File: src/hdl/spq_pkg.sv
// Shared types and constants for the sorted priority queue.
// Holds the transaction structs, opcode and status codes, and the default depth.
// No dependencies.
package spq_pkg;

  // Default number of storage cells.
  localparam int unsigned DefaultDepth = 8;

  // Widths fixed by the transaction format.
  localparam int unsigned ValueW = 32;
  localparam int unsigned CountW = 4;

  typedef enum logic {
    OP_INSERT = 1'b0,
    OP_DELETE = 1'b1
  } op_e;

  typedef enum logic [1:0] {
    ST_OK        = 2'd0,
    ST_OVERFLOW  = 2'd1,
    ST_EMPTY     = 2'd2,
    ST_NOT_FOUND = 2'd3
  } status_e;

  // Input transaction.
  typedef struct packed {
    op_e                      op;
    logic signed [ValueW-1:0] item_value;
  } in_t;

  // Result transaction.
  typedef struct packed {
    status_e                  status;
    logic [CountW-1:0]        entry_count;
    logic signed [ValueW-1:0] head_value;
  } out_t;

  // Command broadcast to every cell of the chain.
  typedef struct packed {
    logic                     wr_en;
    op_e                      op;
    logic signed [ValueW-1:0] value;
  } cell_ctl_t;

  // Flags one cell reports to its neighbors and to the control logic.
  typedef struct packed {
    logic ins;   // Cell sits at or after the insert position.
    logic del;   // Cell sits at or after the first match of a delete.
    logic eq;    // Cell is occupied and holds the searched value.
  } cell_flags_t;

endpackage

File: src/hdl/sorted_priority_queue_core.sv
// Sorted priority queue built as a chain of compare-and-shift cells.
// The result of a transaction is registered and valid in the cycle after it is accepted.
// Throughput: one transaction per cycle unless the output stalls; every cell compares
// and shifts in parallel, and the found flag is one OR over the cells' match flags.
// Reset: the fill count and the output valid clear asynchronously; cell contents
// are not reset and only entries below the fill count are ever read.
module sorted_priority_queue_core #(
  parameter int unsigned DEPTH = spq_pkg::DefaultDepth
) (
  input  logic          clk_i,
  input  logic          rst_ni,
  input  logic          in_valid_i,
  output logic          in_stall_o,
  input  spq_pkg::in_t  in_data_i,
  output logic          out_valid_o,
  input  logic          out_stall_i,
  output spq_pkg::out_t out_data_o
);
  import spq_pkg::*;

  localparam int unsigned CntW = $clog2(DEPTH + 1);

  logic [CntW-1:0]          count_q;
  logic [CntW-1:0]          count_d;
  logic                     out_valid_q;
  out_t                     out_data_q;
  out_t                     out_data_d;
  logic                     accept;
  logic                     full;
  logic                     found;
  logic                     do_write;
  cell_ctl_t                ctl;
  status_e                  status;
  logic signed [ValueW-1:0] head;

  logic signed [ValueW-1:0] values [DEPTH];
  cell_flags_t              flags  [DEPTH];
  logic [DEPTH-1:0]         eq_vec;

  // Input handshake: the output register frees as soon as its result is taken.
  assign in_stall_o = out_valid_q & out_stall_i;
  assign accept     = in_valid_i & ~in_stall_o;
  assign full       = count_q == CntW'(DEPTH);

  // Chain of cells.
  for (genvar k = 0; k < DEPTH; k++) begin : g_cell
    logic                     left_ins;
    logic signed [ValueW-1:0] left_value;
    logic signed [ValueW-1:0] right_value;

    if (k == 0) begin : g_first
      assign left_ins   = 1'b0;
      assign left_value = values[k];
    end else begin : g_mid
      assign left_ins   = flags[k-1].ins;
      assign left_value = values[k-1];
    end

    if (k == DEPTH - 1) begin : g_last
      assign right_value = values[k];
    end else begin : g_inner
      assign right_value = values[k+1];
    end

    spq_cell u_cell (
      .clk_i        (clk_i),
      .ctl_i        (ctl),
      .occ_i        (CntW'(k) < count_q),
      .tail_i       (CntW'(k) == count_q),
      .left_ins_i   (left_ins),
      .left_value_i (left_value),
      .right_value_i(right_value),
      .flags_o      (flags[k]),
      .value_o      (values[k])
    );

    assign eq_vec[k] = flags[k].eq;
  end

  assign found = |eq_vec;

  // Decide status, write enable and the new fill count.
  always_comb begin
    status   = ST_OK;
    do_write = 1'b0;
    count_d  = count_q;
    case (in_data_i.op)
      OP_INSERT: begin
        if (full) begin
          status = ST_OVERFLOW;
        end else begin
          do_write = accept;
          count_d  = count_q + CntW'(1);
        end
      end
      OP_DELETE: begin
        if (count_q == '0) begin
          status = ST_EMPTY;
        end else if (!found) begin
          status = ST_NOT_FOUND;
        end else begin
          do_write = accept;
          count_d  = count_q - CntW'(1);
        end
      end
      default: status = ST_OK;
    endcase
  end

  // Command to the cells.
  always_comb begin
    ctl.wr_en = do_write;
    ctl.op    = in_data_i.op;
    ctl.value = in_data_i.item_value;
  end

  // Head after the operation, taken from what cell zero will hold.
  always_comb begin
    head = values[0];
    if (status == ST_OK) begin
      case (in_data_i.op)
        OP_INSERT: head = flags[0].ins ? in_data_i.item_value : values[0];
        OP_DELETE: head = flags[0].del ? values[1] : values[0];
        default:   head = values[0];
      endcase
    end
    if (count_d == '0) begin
      head = '0;
    end
  end

  always_comb begin
    out_data_d.status      = status;
    out_data_d.entry_count = CountW'(count_d);
    out_data_d.head_value  = head;
  end

  // Fill count and output valid.
  always_ff @(posedge clk_i or negedge rst_ni) begin
    if (!rst_ni) begin
      count_q     <= '0;
      out_valid_q <= 1'b0;
    end else begin
      if (accept) begin
        count_q     <= count_d;
        out_valid_q <= 1'b1;
      end else if (!out_stall_i) begin
        out_valid_q <= 1'b0;
      end
    end
  end

  // Result payload register.
  always_ff @(posedge clk_i) begin
    if (accept) begin
      out_data_q <= out_data_d;
    end
  end

  assign out_valid_o = out_valid_q;
  assign out_data_o  = out_data_q;

`ifndef SYNTHESIS
  // The fill count never passes the depth.
  a_count_bound: assert property (@(posedge clk_i) disable iff (!rst_ni)
    count_q <= CntW'(DEPTH))
    else $error("fill count exceeds depth");

  // An accepted insert into a queue with room grows the count by one.
  a_insert_grows: assert property (@(posedge clk_i) disable iff (!rst_ni)
    accept && in_data_i.op == OP_INSERT && !full |=> count_q == $past(count_q) + CntW'(1))
    else $error("insert did not grow the count");

  // The reported count matches the stored count after each transaction.
  a_count_reported: assert property (@(posedge clk_i) disable iff (!rst_ni)
    accept |=> out_data_q.entry_count == CountW'(count_q))
    else $error("reported count differs from stored count");

  // The two front entries stay in descending order.
  a_front_order: assert property (@(posedge clk_i) disable iff (!rst_ni)
    count_q >= CntW'(2) |-> values[0] >= values[1])
    else $error("front entries out of order");
`endif

endmodule

File: src/hdl/spq_cell.sv
// One storage cell of the sorted queue chain.
// Compares its entry with the broadcast value and shifts toward either neighbor.
// Depends on spq_pkg.
module spq_cell (
  input  logic                               clk_i,
  input  spq_pkg::cell_ctl_t                 ctl_i,
  input  logic                               occ_i,
  input  logic                               tail_i,
  input  logic                               left_ins_i,
  input  logic signed [spq_pkg::ValueW-1:0]  left_value_i,
  input  logic signed [spq_pkg::ValueW-1:0]  right_value_i,
  output spq_pkg::cell_flags_t               flags_o,
  output logic signed [spq_pkg::ValueW-1:0]  value_o
);
  import spq_pkg::*;

  logic signed [ValueW-1:0] entry_q;
  logic signed [ValueW-1:0] entry_d;
  logic                     ge;

  // Local compare against the broadcast value.
  always_comb begin
    ge          = ctl_i.value >= entry_q;
    flags_o.ins = occ_i ? ge : tail_i;
    flags_o.del = occ_i & ge;
    flags_o.eq  = occ_i & (ctl_i.value == entry_q);
  end

  // Insert shifts toward the tail, delete pulls from the tail side.
  always_comb begin
    entry_d = entry_q;
    case (ctl_i.op)
      OP_INSERT: begin
        if (left_ins_i) begin
          entry_d = left_value_i;
        end else if (flags_o.ins) begin
          entry_d = ctl_i.value;
        end
      end
      OP_DELETE: begin
        if (flags_o.del) begin
          entry_d = right_value_i;
        end
      end
      default: entry_d = entry_q;
    endcase
  end

  // Entry storage; no reset, contents are qualified by the fill count.
  always_ff @(posedge clk_i) begin
    if (ctl_i.wr_en) begin
      entry_q <= entry_d;
    end
  end

  assign value_o = entry_q;

endmodule

File: config.mk
export PLATFORM = sky130hd
export DESIGN_NAME = sorted_priority_queue_core
export DESIGN_NICKNAME = d
export VERILOG_FILES = /design/src/hdl/spq_pkg.sv /design/src/hdl/sorted_priority_queue_core.sv /design/src/hdl/spq_cell.sv
export SDC_FILE = /design/constraint.sdc
export NUM_CORES = 1
export LEC_CHECK = 0
export BUFFER_PORTS_ARGS = -buffer_cell sky130_fd_sc_hd__buf_4
export CORE_ASPECT_RATIO = 1.4
export CORE_UTILIZATION = 40
export DETAILED_ROUTE_END_ITERATION = 6
export GPL_TIMING_DRIVEN = 0
export PLACE_DENSITY = 0.67
export SETUP_SLACK_MARGIN = 0.05
export SYNTH_ARGS = -nofsm -noshare
export SYNTH_HDL_FRONTEND = slang
export SYNTH_HIERARCHICAL = 1
export SYNTH_SLANG_ARGS = --single-unit
File: constraint.sdc
create_clock -name clk_i -period 4.65 [get_ports clk_i]
set_input_delay 0.465 -clock clk_i [delete_from_list [all_inputs] [get_ports clk_i]]
set_output_delay 0.465 -clock clk_i [all_outputs]
set_load 0.005 [all_outputs]
==> metrics <==
Initial DRC Count=approximately 1300; crit path cell chain=clkbuf_8 > nor2_1 > nand2_1 > inv_1 > nor2_1 > nand3_1 > nor2_1 > and3_1 > nor4_4 > a32o_1 > buf_6 > nor2_4 > a21boi_2; LEAKAGE=around 0.011 uW; layout net count=2753; # rows=about 100; CTS Buffer Depth=3; Reg power frac=35.5%; GRT Residual Overflow=0; Pwr Density=~410 nW/um^2; number of global-route vias before repair=19900; CTS sink count=~300; startpoint types=register; Hold Path Class=in -> reg; most common cell after layout, fill and taps aside=nand2_1; post-route setup TNS=0 ns; Core Region=roughly 56000 um^2; measured slew at the worst slew-check pin=between 1 and 1.5 ns; Net Switching=~3800 uW; PortBufs=76; initial antenna violation count=0; DRC=0; Worst EP required=slightly below 5 ns; Worst Path Class, Setup=reg -> reg; Slew HR=between 20 and 30%; Peak VDD IR=roughly 0.00038 V; die outline width=203 um; Syn Area/Cell=9.69 um^2; CTS tree=yes; vias per cell=5.84; fin util=about 46%; Int Power=around 6700 uW; crit-path leading delay family=simple AND/OR/NAND/NOR gates; Tmin final=4.49 ns; num ports=77; CTS root buf=clkbuf_16; max_cap viols=0; via count=18800; RSZ-0062 raised after global routing=true; fmax=around 220 MHz; hpwl dp=around 53000 um; CP endpoint kind=register; FF+latch area=between 8000 and 9000 um^2; postcts setup bufs=0; Pins Over Slew Limit=0; area taken by multi-input logic gates=between 10000 and 15000 um^2; Worst-path clk slew=around 0.070 ns; Hold Violations, Final=0; Antenna Nets Post-Route=0; WL per Instance=21.3 um; Fin Clk Skew=between 0.01 and 0.015 ns; syn_nets=between 2000 and 3000; Syn-to-layout area delta=12.7%; die height=between 200 and 300 um; H-tree depth=1; CP peak stage delay=a little over 0.9 ns; CP max-delay cell=a21boi_2; CP bufs+invs=3; status=finished, final reports clean; worst endpoint data arrival time=roughly 4.7 ns; latest clock arrival within the worst-skew pair=around 0.6 ns; Comb pwr share=between 30% and 40%; DRT Pass-1 Iters=6; Setup Viol. Count Final=0; total die area=between 50000 and 60000 um^2; most used cell, CP=nor2_1; first-pass GRT wire length=107000 um; Switching Share=between 30% and 40%; Post-Synthesis Cell Area=~23000 um^2; Final Cycle Share=between 90% and 100%; Final Wtd Congestion=just under 0.9; Clock Power Share=between 20% and 30%; Yosys warning total=6; initial core utilization=approximately two fifths; peak fanout along the critical path=16; largest net degree at the start of global routing=between 40 and 50; Mapped Cells=~2300; total power=10500 uW; layout cells sized above 1=under 10%; DRT Wirelength=68400 um; Num CTS Buffers=31; GRT Util Overall=around a quarter; most frequent cells in the layout=nand2_1, edfxtp_1, o21ai_0; Filler cells=5287; n_diodes=0
-- layer usage --
metal	wire length, um	track usage, %
met5	0	0
met4	3430	13.1
met3	3040	2.66
met2	35700	43.2
met1	26200	25.9
-- what timing repair did --
action / CTS / global route
hold buffers: 1 / 0
pin swaps: 0 / 1
endpoints found under the hold margin: 5 / 0
gates cloned: 2 / 1
gates resized for setup: 2 / 3
endpoints found under the setup margin: 242 / 85
-- cell type report --
cell class	count	area share [%]
clock buffer	38	3.26
multi-input combinational	1667	48.2
timing repair buffer	82	2.78
sequential	299	35.1
inverter	265	3.90
clock inverter	20	1.12
buffer	110	2.08
tap	728	3.57
-- power by group through the flow --
stage / clock, uW / sequential, uW / combinational, uW
2_1_floorplan: 0 / 3660 / 2770
4_1_cts: 2870 / 3720 / 3870
3_3_place_gp: 0 / 3790 / 3610
5_1_grt: 2940 / 3750 / 4280
3_5_place_dp: 0 / 3780 / 3830
6_report: 2820 / 3720 / 3940
-- worst reg2reg max path, delay by kind of cell, from the launching register on --
family / cells / cell delay, ns
AOI/OAI and AO/OA: 2 / 1.21
DFF: 1 / 0.68
buffers and inverters: 3 / 0.54
and+or+nand+nor: 8 / 1.70
-- state kept, by name, summed over array words and instances, names as in the netlist --
signal,count
out_data_o,38
count_q,4
g_cell.u_cell/value_o,256
out_valid_o,1
-- worst paths after layout --
check | startpoint | endpoint | slack, ns | cells past startpoint
max in group asynchronous | rst_ni | count_q[1] | 4.31 | 2
setup / recovery | count_q[3] | g_cell[4].u_cell/value_o[27] | 0.16 | 13
hold reg to reg | out_valid_o | out_valid_o | 0.54 | 2
hold / removal | in_valid_i | out_valid_o | 0.06 | 2
min in group asynchronous | rst_ni | out_valid_o | 0.21 | 2
setup reg to reg | count_q[3] | g_cell[4].u_cell/value_o[27] | 0.16 | 13
-- stage by stage --
stage               cell area [um^2]  cells  hold slack, ns  worst slack, ns
floorplan                      22600   2338           0.169            0.119
global placement               24100   3142           0.286            -1.92
detailed placement             24300   3147           0.285           -0.463
CTS                            25500   3208          0.0423            0.182
global route                   25500   3209          0.0604           0.0154
finish                         25500   3209          0.0638            0.164
(Power assumes the default switching activity.)
